File: src/rtl/core/alfl_pkg.sv
package alfl_pkg;

   // pool geometry
   localparam int SLOT_COUNT = 128;
   localparam int SLOT_WIDTH = $clog2(SLOT_COUNT);
   localparam int LINK_WIDTH = $clog2(SLOT_COUNT + 1);

   typedef logic [SLOT_WIDTH-1:0] slot_type;
   typedef logic [LINK_WIDTH-1:0] link_type;
   typedef logic signed [31:0]    value_type;

   // null link sits one past the last slot
   localparam link_type NIL = link_type'(SLOT_COUNT);

   typedef enum logic [1:0] {
      OP_INSERT = 2'd0,
      OP_DELETE = 2'd1,
      OP_FIND   = 2'd2
   } op_type;

   typedef enum logic [1:0] {
      STATUS_DONE      = 2'd0,
      STATUS_FULL      = 2'd1,
      STATUS_NOT_FOUND = 2'd2
   } status_type;

   typedef enum logic [1:0] {
      ST_IDLE,
      ST_INSERT,
      ST_WALK,
      ST_RELEASE
   } state_type;

   typedef struct packed {
      logic [1:0] opcode;
      value_type  value;
   } req_type;

   typedef struct packed {
      status_type status;
      logic [6:0] slot;
      logic [7:0] entries;
   } rsp_type;

   // write port of the link memory
   typedef struct packed {
      logic     en;
      slot_type addr;
      link_type data;
   } link_wr_type;

   // write port of the value memory
   typedef struct packed {
      logic      en;
      slot_type  addr;
      value_type data;
   } value_wr_type;

   // any link past the pool counts as null
   function automatic link_type clamp_link(link_type n);
      return (n >= NIL) ? NIL : n;
   endfunction

endpackage

File: src/rtl/core/alfl_value_ram.sv
module alfl_value_ram (
   input  logic                    clock,
   input  alfl_pkg::slot_type      rd_addr,
   output alfl_pkg::value_type     rd_data,
   input  alfl_pkg::value_wr_type  wr
);

   alfl_pkg::value_type mem [alfl_pkg::SLOT_COUNT];
   alfl_pkg::value_type rd_data_ff;

   // single write port, registered read
   always_ff @(posedge clock) begin
      if (wr.en) begin
         mem[wr.addr] <= wr.data;
      end
      rd_data_ff <= mem[rd_addr];
   end

   assign rd_data = rd_data_ff;

endmodule

File: config.mk
export PLATFORM = sky130hd
export DESIGN_NAME = alfl_value_ram
export DESIGN_NICKNAME = d
export VERILOG_FILES = /design/src/rtl/core/alfl_pkg.sv /design/src/rtl/core/alfl_value_ram.sv
export SDC_FILE = /design/constraint.sdc
export NUM_CORES = 2
export LEC_CHECK = 0
export BUFFER_PORTS_ARGS = -buffer_cell sky130_fd_sc_hd__buf_2
export CORE_MARGIN = 5
export CORE_UTILIZATION = 60
export CTS_CLUSTER_SIZE = 8
export DETAILED_ROUTE_END_ITERATION = 8
export PLACE_DENSITY = 0.79
export REMOVE_ABC_BUFFERS = 1
export SLEW_MARGIN = 20
export SYNTH_ARGS = -nofsm -noshare
export SYNTH_HDL_FRONTEND = slang
export SYNTH_SLANG_ARGS = --single-unit
File: constraint.sdc
create_clock -name clock -period 8.2 [get_ports clock]
set_clock_uncertainty 0.1 [all_clocks]
set_input_delay 1.64 -clock clock [delete_from_list [all_inputs] [get_ports clock]]
set_output_delay 1.64 -clock clock [all_outputs]
set_load 0.02 [all_outputs]
# Yosys cells after proc, flatten, opt, wreduce, memory -nomap -nowiden
# Memory sizes are Yosys's and may differ from the RTL's. A register that Yosys moved wholly into a read port is not among the register bits.
# Index checks and enable logic that the tools add are counted.
# word_totals
ram_bits	4096
reg_bits	0
n_memories	1
word_cells	3
out_inout_bits	32
# memory_table
memory	words	width	rd	rd_ports_with_merged_regs	wr	line	rtl
mem	128	32	1	1	1	alfl_value_ram.sv:8	alfl_pkg::value_type mem [alfl_pkg::SLOT_COUNT];
# op_classes
n_mux	2
# op_table
op	n
$mux 1	2

# Depth between registers and ports, before layout
# depth
word_depth	2
ltp_mapped	8
ltp_nobuf	4

# Worst setup path before layout
# No wires, ideal clock.
# synth_path
kind	input to register
start	input port wr[39] (netlist name)
end	memory mem[98][0] (netlist name), enable pin
arrival_ns	4.418
slack_ns	3.221
cell_stages	3
cell_sequence	clkbuf_1 -> nand4_1 -> nor3_1
# synth_between
elab_chain_len	2
# synth_rtl
element	line	rtl
from (decl)	alfl_value_ram.sv:5	input alfl_pkg::value_wr_type wr
$mux 1	alfl_value_ram.sv:13	if (wr.en) begin
$mux 1 (not written as such)	alfl_value_ram.sv:14	mem[wr.addr] <= wr.data;
to (decl)	alfl_value_ram.sv:8	
# Every way passes these cells.

==> results_dict.tcl <==
set metrics [dict create \
    vias_per_cell 7.82 \
    core-area_um2 259000 \
    yosys_warnings 0 \
    grt_start_max_net_pins 113 \
    p_leak_nw 55.4 \
    synthMuxAreaShare_pct 19.6 \
    ctsHoldBuffers 0 \
    maxSlewViolCount 0 \
    htreeDepth 6 \
    path_buf_inv 3 \
    initial_utilization_pct 60.2 \
    final_hold_viol_count 0 \
    path_delay_family "multiplexers" \
    grt.overflow.total 0 \
    yosys.cell_types.count 17 \
    ir_drop_mv 0.173 \
    setup-tns-final_ps 0 \
    fillers 13200 \
    ant_nets 0 \
    synthAdderAreaFrac_pct 0 \
    vias 79400 \
    critPathKind "in2reg" \
    synth_top_family_by_area "multiplexers" \
    die-area_um2 271000 \
    end_kind "register" \
    tritoncts "done" \
    slowest_delay_ps 650 \
    worst_pin_slew_ps 1230 \
    synth-edff-count 4096 \
    cts_root_buffer "clkbuf_16" \
    post_cts_buffers 0 \
    drt_first_pass_iters 6 \
    cpMaxStageDelayCell "mux4_2" \
    clock_latency_ps 930 \
    setup_viol 0 \
    drc 0 \
    grt_use_total_pct 35.9 \
    yosysMostFrequentCell "edfxtp_1" \
    syn_area_per_cell_um2 26.1 \
    grt_pass1_wl_mm 669 \
    period_minus_slack_ps 4790 \
    ys_seq_area_share_pct 79.1 \
    synth_area_leaders "edfxtp_1 (79%), mux4_2 (19%), clkbuf_1 (0.44%), dfxtp_1 (0.41%), nor2_1 (0.29%)" \
    antenna_found_initial 67 \
    synth-simple-area-share_pct 0.446 \
    syn_inst 5990 \
    total_power_mw 48.2 \
    dp_hpwl_mm 211 \
    hold_path_class "in2reg" \
    fmax_ghz 0.209 \
    yosys_most_used_dff "edfxtp_1" \
    num_rows 187 \
    clkSinkCount 4128 \
    die_width_um 520 \
    syn2layout_area_growth_pct 14.5 \
    fin_nets 6616 \
    async_flop_share_pct 0 \
    cp_cell_sequence "buf_8 -> buf_4 -> buf_4 -> mux4_2 -> mux4_2 -> mux4_2 -> mux2_2" \
    drt_iter0_markers 17900 \
    cts_made_buffers 589 \
    port_buffers 79 \
    ctsResizeCount 0 \
    clk_pin_slew_ps 50 \
    min_period_over_period_pct 58.4 \
    gp_congestion 0.825 \
    grt_setup_unrepaired "false" \
    yosysTopAreaCellShare_pct 78.7 \
    slew-limit-headroom_pct 18.0 \
    drt_wl_total_mm 487 \
    clockBufferDepth 4 \
    grt_pass1_vias 80100 \
    synth_compound_area_share_pct 0 \
    worstPathArrival_ps 5490 \
    ioPinCount 80 \
    syn-cell-area_um2 156000 \
    drive_above_1_share_pct 36.4 \
    outcome "finished, final reports clean" \
    yosys-top-cells-count "edfxtp_1 (4,096), mux4_2 (1,344), clkbuf_1 (182), nor2_1 (122), buf_2 (79)" \
    synth-xor-area-share_pct 0 \
    synth.largest_area_cell "edfxtp_1" \
    maxCapViolations 0 \
    ys_ff_latch 4128 \
    power_density_nw_per_um2 270 \
    die_h_um 520 \
    crit_path_frequent_cell "mux4_2" \
    cp.required_ps 8910 \
    start_kind "input port" \
    cp_max_fo 77 \
    wl_per_cell_um 48.0 \
]
==> sequential cells by signal, summed over array words and instances, names as in the netlist <==
name and count:
mem 4096, rd_data 32
==> final timing paths <==
kind,to,start,depth (start not counted),slack [ps]
setup / recovery,rd_data[9],rd_addr[2],7,3410
hold / removal,mem[67][1],wr[1],1,1010
hold reg to reg,rd_data[11],mem[105][11],4,1060
setup reg to reg,rd_data[16],mem[48][16],4,5260
==> power breakdown <==
group	internal, mW	switching, mW
sequential	23.3	0.108
combinational	0.846	1.53
clock	13.3	9.06
total	37.5	10.7
==> per-layer routing <==
layer	global-route usage [%]	up-vias	share of wire, %
li1	-	27400	-
met1	47.7	40800	30
met2	54.7	9545	47
met3	10.7	1618	16
met4	19.6	46	6.3
met5	0.316	-	0.084
==> layout make-up <==
class,count,area [µm²],share of cell area (%)
clock inverter,16,193,0.108
tap,3402,4260,2.38
multi-input combinational,1546,32300,18.0
clock buffer,718,15800,8.84
timing repair buffer,303,2600,1.45
sequential,4128,124000,69.1
antenna,32,80.1,0.0448
==> worst register-to-register path, stage by stage, from the launching register on <==
cell      delay, ps
edfxtp_1        440
mux4_2          540
mux4_2          620
mux4_2          740
mux2_2          380
==> logic make-up after synthesis <==
kind of cell / after synthesis
flip-flops: 4128
AND/OR/NAND/NOR: 170
multiplexers: 1376
buffers and inverters: 316
==> metrics by stage <==
stage / setup slack, ps / utilization, % / instances / hold WS, ps / instance area (µm²)
after floorplan: 3250 / - / 5674 / 974 / 155000
after global placement: 2670 / 62.7 / 9379 / 1020 / 163000
after detailed placement: 2630 / 62.7 / 9379 / 1030 / 163000
after CTS: 3580 / 68.9 / 10100 / 969 / 179000
after global routing: 3400 / 68.9 / 10100 / 1020 / 179000
final: 3410 / 68.9 / 10100 / 1010 / 179000
==> placed cells by master (no fill, tap or decap) <==
master     Yosys  layout
clkbuf_1     182     101
buf_6          2       2
or3_1          1       1
nor2_1       122       3
nand4_1        3       3
diode_2        0      32
inv_6          0      10
nand3_1       12       8
buf_2         79      41
mux4_2      1344    1344
edfxtp_1    4096    4096
dfxtp_1       32      32
buf_4          3     225
nand2_1       14      14
nor2_4         0     119
nor3_2         0       9
nand2b_1       2       2
nand3_2        0       4
clkbuf_16      0     617
buf_12         0      32
inv_16         0       2
mux2_2        32      32
nor2b_1        7       7
clkinv_8       0       4
buf_8          0       3
No activity file was read; power rests on OpenSTA's default activity.
