$ cat config.mk
export PLATFORM = sky130hd
export DESIGN_NAME = alfl_link_ram
export DESIGN_NICKNAME = d
export VERILOG_FILES = /design/src/rtl/core/alfl_pkg.sv /design/src/rtl/core/alfl_link_ram.sv
export SDC_FILE = /design/constraint.sdc
export NUM_CORES = 1
export LEC_CHECK = 0
export BUFFER_PORTS_ARGS = -buffer_cell sky130_fd_sc_hd__buf_2
export CAP_MARGIN = 0
export CORE_UTILIZATION = 50
export DETAILED_ROUTE_END_ITERATION = 16
export PLACE_DENSITY = 0.63
export SYNTH_ARGS = -nofsm -noshare
export SYNTH_HDL_FRONTEND = slang
export SYNTH_SLANG_ARGS = --single-unit
$ cat constraint.sdc
create_clock -name clock -period 3.46 [get_ports clock]
set_input_delay 0.173 -clock clock [delete_from_list [all_inputs] [get_ports clock]]
set_output_delay 0.173 -clock clock [all_outputs]
set_load 0.1 [all_outputs]
$ cat src/rtl/core/alfl_pkg.sv
package alfl_pkg;

   // pool geometry
   localparam int SLOT_COUNT = 128;
   localparam int SLOT_WIDTH = $clog2(SLOT_COUNT);
   localparam int LINK_WIDTH = $clog2(SLOT_COUNT + 1);

   typedef logic [SLOT_WIDTH-1:0] slot_type;
   typedef logic [LINK_WIDTH-1:0] link_type;
   typedef logic signed [31:0]    value_type;

   // null link sits one past the last slot
   localparam link_type NIL = link_type'(SLOT_COUNT);

   typedef enum logic [1:0] {
      OP_INSERT = 2'd0,
      OP_DELETE = 2'd1,
      OP_FIND   = 2'd2
   } op_type;

   typedef enum logic [1:0] {
      STATUS_DONE      = 2'd0,
      STATUS_FULL      = 2'd1,
      STATUS_NOT_FOUND = 2'd2
   } status_type;

   typedef enum logic [1:0] {
      ST_IDLE,
      ST_INSERT,
      ST_WALK,
      ST_RELEASE
   } state_type;

   typedef struct packed {
      logic [1:0] opcode;
      value_type  value;
   } req_type;

   typedef struct packed {
      status_type status;
      logic [6:0] slot;
      logic [7:0] entries;
   } rsp_type;

   // write port of the link memory
   typedef struct packed {
      logic     en;
      slot_type addr;
      link_type data;
   } link_wr_type;

   // write port of the value memory
   typedef struct packed {
      logic      en;
      slot_type  addr;
      value_type data;
   } value_wr_type;

   // any link past the pool counts as null
   function automatic link_type clamp_link(link_type n);
      return (n >= NIL) ? NIL : n;
   endfunction

endpackage

$ cat src/rtl/core/alfl_link_ram.sv
module alfl_link_ram (
   input  logic                   clock,
   input  logic                   reset,
   input  alfl_pkg::slot_type     rd_addr,
   output alfl_pkg::link_type     rd_data,
   input  alfl_pkg::link_wr_type  wr
);

   alfl_pkg::link_type mem [alfl_pkg::SLOT_COUNT];
   logic [alfl_pkg::SLOT_COUNT-1:0] valid_ff;
   alfl_pkg::link_type rd_data_ff;
   alfl_pkg::slot_type rd_addr_ff;
   logic               rd_valid_ff;

   // memory array and registered read
   always_ff @(posedge clock) begin
      if (wr.en) begin
         mem[wr.addr] <= wr.data;
      end
      rd_data_ff <= mem[rd_addr];
      rd_addr_ff <= rd_addr;
   end

   // per-entry written flags, cleared at reset
   always_ff @(posedge clock) begin
      if (reset) begin
         valid_ff    <= '0;
         rd_valid_ff <= 1'b0;
      end else begin
         if (wr.en) begin
            valid_ff[wr.addr] <= 1'b1;
         end
         rd_valid_ff <= valid_ff[rd_addr];
      end
   end

   // unwritten entry reads as its reset chain link, the last one as null
   assign rd_data = rd_valid_ff ? rd_data_ff
                                : alfl_pkg::link_type'(rd_addr_ff) + alfl_pkg::link_type'(1);

endmodule

; After elaboration in Yosys (flattened, before gate mapping)
; Memories as Yosys holds them, arrays and structs flattened. A register that Yosys moved wholly into a read port is not among the register bits.
; Index checks and enable logic that the tools add are counted.
; W data, S select, Z words.
[word_totals]
out_inout_bits = 8
mem_count = 1
elab_cells = 17
register_bits = 136
ramBits = 1024
[mem_list]
columns = name, depth, width, rd, rd_ports_with_merged_regs, write_ports, line
row1 = mem, 128, 8, 1, 1, 1, alfl_link_ram.sv:9  ; alfl_pkg::link_type mem [alfl_pkg::SLOT_COUNT];
[op_classes]
mux = 7
bitwise = 1
magnitude_cmp = 3
add_sub_neg = 1
n_reduce_logical = 1
[ops]
columns = cell, count
row1 = $or A128 B128 Y128, 1
row2 = $lt A7 B8 Y1 const B, 2
row3 = $add A7 B1 Y8 const B, 1
row4 = $mux W8, 1
row5 = $bmux W1 S7, 1
row6 = $demux W1 S7, 1
row7 = $ge A7 B1 Y1 const B, 1
row8 = $mux W1, 4
row9 = $logic_and A1 B1 Y1, 1

; Longest topological paths before layout
[logic_depth]
ltp_word = 5
ltp_mapped = 11
mapped_depth_nobuf = 6

; Least setup slack after synthesis
; OpenSTA, ideal clock, no wires.
[synth_timing]
path_kind = register to output
start = register rd_addr_ff[2]
end = output rd_data[5]
arrival_time_ns = 2.897
required_ns = 3.287
n_path_buf = 0
stages_incl_launch_ff = 5
path_slack_ns = 0.390
path_cell_list = dfxtp_1 -> and3_1 -> nand3_1 -> xor2_1 -> o21ai_0
[synth_between]
elab_chain_len = 2
[synth_rtl]
columns = item, line
row1 = from (decl), alfl_link_ram.sv:12  ; alfl_pkg::slot_type rd_addr_ff;
row2 = from (signal assigned), alfl_link_ram.sv:21  ; rd_addr_ff <= rd_addr;
row3 = $add A7 B1 Y8, alfl_link_ram.sv:39  ; : alfl_pkg::link_type'(rd_addr_ff) + alfl_pkg::link_type'(1);
row4 = $mux W8, alfl_link_ram.sv:38  ; assign rd_data = rd_valid_ff ? rd_data_ff
row5 = to (decl), alfl_link_ram.sv:5  ; output alfl_pkg::link_type rd_data,
; Every way passes these cells.

==> qor.csv <==
metric,value,unit
run status,finished with violations,
violated checks,DRC,
TritonCTS clock tree,yes,
CTS root buf,clkbuf_16,
data arrival time of the worst path,3.45,ns
setup_tns,0,ns
first-pass GRT wire length,158,mm
post-CTS setup repair buffer count,0,
CP Launch Type,primary input,
M1 GR Usage,0.337,
synth unique cells,52,
maximum vdd drop,0.417,mV
P_int,0.0232,W
"slowest stage delay, CP",0.68,ns
relative slew slack,0.193,
largest net degree at the start of global routing,129,
Post-route DRC,4,
htree depth,3,
via/cell ratio,6.04,
nets@finish,2561,
crit path capture,rd_data_ff[6],
via count,23000,
Die Area,0.0907,sq mm
Routed WL,107,mm
FF-to-FF path depth,6,
die height,301,um
Post-CTS Resized,0,
Port Buffers,32,
"Clk Latency, worst-skew pair",0.69,ns
fin. max-slew vios,0,
Core Area,0.0885,sq mm
sequential power share,0.523,
"Req. time, crit path",4.01,ns
CTS Sinks,1168,
row cnt,109,
"Reg clk slew, reported paths",0.06,ns
Power Density,575,mW/mm^2
Crit path max-delay family,compound AO/OA/AOI/OAI gates,
crit-path max FO,37,
path category of the worst min-delay check,primary input to flip-flop,
CP bufs+invs,3,
synthesized net count,2355,
number of flops mapped to enable cells by yosys,1024,
Synth async-reset ratio,0,
fin util,0.579,
fin crit share,0.840,
post-synthesis cell count,2329,
grt peak-use layer,met2,
Mapped Area,0.0448,sq mm
area grow syn2layout,14.5,%
fmax,344,MHz
met2 usage,0.391,
crit path launch,rd_addr[2],
DR iter-0 viols,2405,
WHS,0.0154,ns
Crit-path slowest cell,a221oi_1,
"antenna viol nets, final",0,
synth warn,0,
unrepaired setup endpoints after global routing,no,
number of max-cap violations,0,
boundary pin count,33,
skew final,0.0238,ns
highest-count cells in the layout ignoring fill and taps,"edfxtp_1 (1024), nor2_1 (390), mux4_2 (294)",
Tmin final,2.91,ns
Tot GR Track Use,0.242,
reg-to-reg setup timing slack,0.89,ns
HPWL after detailed placement,66.0,mm
Min-Delay Path Depth,1,
Post-synth top flop,edfxtp_1,
register area share after synthesis,0.751,
Die Width,301,um
final setup violation count,0,
RR Endpoint,rd_data_ff[6],
Sw Share,0.212,
Leakage Power,16.7,nW
WP depth,9,
"Remaining Overflow, GRT",0,
"most common cell after layout, fill and taps aside",edfxtp_1,
Initial Utilization,0.506,
DR pass1 iterations,12,
Final Hold Viols,0,
share of cells above drive strength 1,0.263,
Least-Margin Pin Slew,1.21,ns
vias in the first global route,23300,
clock share of power,0.426,
routing usage on met3,0.0381,
CTS Buf Count,115,
GP Congestion,0.842,
synthesis-stage register bit count,1168,
net switching power,0.00626,W
"Power, Total",0.0295,W
Max Buffers Root-to-Sink,3,
R2R Path Start,mem[94][6],
Wirelength per Cell,28.2,um
WS Path Type,primary input to flip-flop,
Avg Synthesized Cell Area,19.2,sq um
Comb power frac,0.051,
crit path cell chain,dlygate4sd3_1 -> buf_4 -> nor2b_1 -> buf_4 -> a22o_1 -> a221oi_1 -> o22ai_1 -> a221oi_1 -> nand2_1,
initial antenna violation count,1,
Worst setup EP type,flip-flop,
## synthesized netlist by cell type, types with 11 or more instances
| cell type | instances | area [sq um] |
|---|---|---|
| edfxtp_1 | 1024 | 30700 |
| mux2i_1 | 73 | 731 |
| buf_1 | 11 | 41.3 |
| nand3_1 | 22 | 110 |
| a32oi_1 | 14 | 123 |
| nor2_1 | 390 | 1460 |
| a21oi_1 | 18 | 90.1 |
| nand2_1 | 74 | 278 |
| buf_2 | 26 | 130 |
| a22oi_1 | 48 | 360 |
| o22ai_1 | 11 | 68.8 |
| mux4_2 | 294 | 6620 |
| dfxtp_1 | 144 | 2880 |
| buf_4 | 11 | 82.6 |
| clkbuf_1 | 67 | 251 |
## through the flow
stage,instances,setup WS (ns),cell area (sq um)
global route,3803,0.511,51200
CTS,3803,0.621,51200
global placement,3577,0.184,47400
detailed placement,3577,0.239,47400
finish,3804,0.554,51300
floorplan,2329,0.390,44800
## what timing repair did
item                                    in CTS  in global routing
endpoints found under the hold margin       14                  0
hold buffers                                 6                  0
endpoints found under the setup margin       0                  0
## cell type report
type | count | area (sq um)
fill | 6444 | 37300
antenna | 1 | 2.50
timing repair buffer | 214 | 1800
tap | 1165 | 1460
multi-input combinational | 1033 | 10500
clock buffer | 161 | 3290
inverter | 3 | 11.3
clock inverter | 59 | 553
sequential | 1168 | 33600
## kinds of logic after synthesis
logic type	share of synthesized area
compound gates	0.0207
xor+xnor	0.000978
fa+ha+maj	0.000279
buf+inv	0.0141
flops	0.751
mux	0.165
simple gates	0.0481
## flip-flops by register name (all words and copies together), names as in the netlist
signal and flops:
mem 1024, rd_addr_ff 7, rd_valid_ff 1, valid_ff 128, rd_data_ff 8
## worst min path at each step
stage	from	slack [ns]	endpoint
6_report	wr[7]	0.02	mem[53][7]
5_1_grt	wr[7]	0.02	mem[54][7]
4_1_cts	wr[10]	0.01	mem[84][6]
3_5_place_dp	valid_ff[70]	0.45	valid_ff[70]
3_3_place_gp	valid_ff[26]	0.44	valid_ff[26]
2_1_floorplan	rd_addr[0]	0.20	rd_addr_ff[0]
## per-layer routing
| metal | part of all wire | up-vias | wire, um |
|---|---|---|---|
| li1 | - | 9746 | - |
| met1 | 0.41 | 12100 | 43800 |
| met2 | 0.49 | 933 | 52500 |
| met3 | 0.069 | 180 | 7390 |
| met4 | 0.032 | 2 | 3450 |
| met5 | 0.00012 | - | 13 |
## power by group through the flow
stage	registers (W)	clock network (W)	logic [W]
6_report	0.0154	0.0126	0.00150
5_1_grt	0.0154	0.0132	0.00158
4_1_cts	0.0154	0.0127	0.00150
3_5_place_dp	0.0157	0	0.00150
3_3_place_gp	0.0157	0	0.00147
2_1_floorplan	0.0157	0	0.000860
Note: power is estimated with default switching activity, not from simulation.
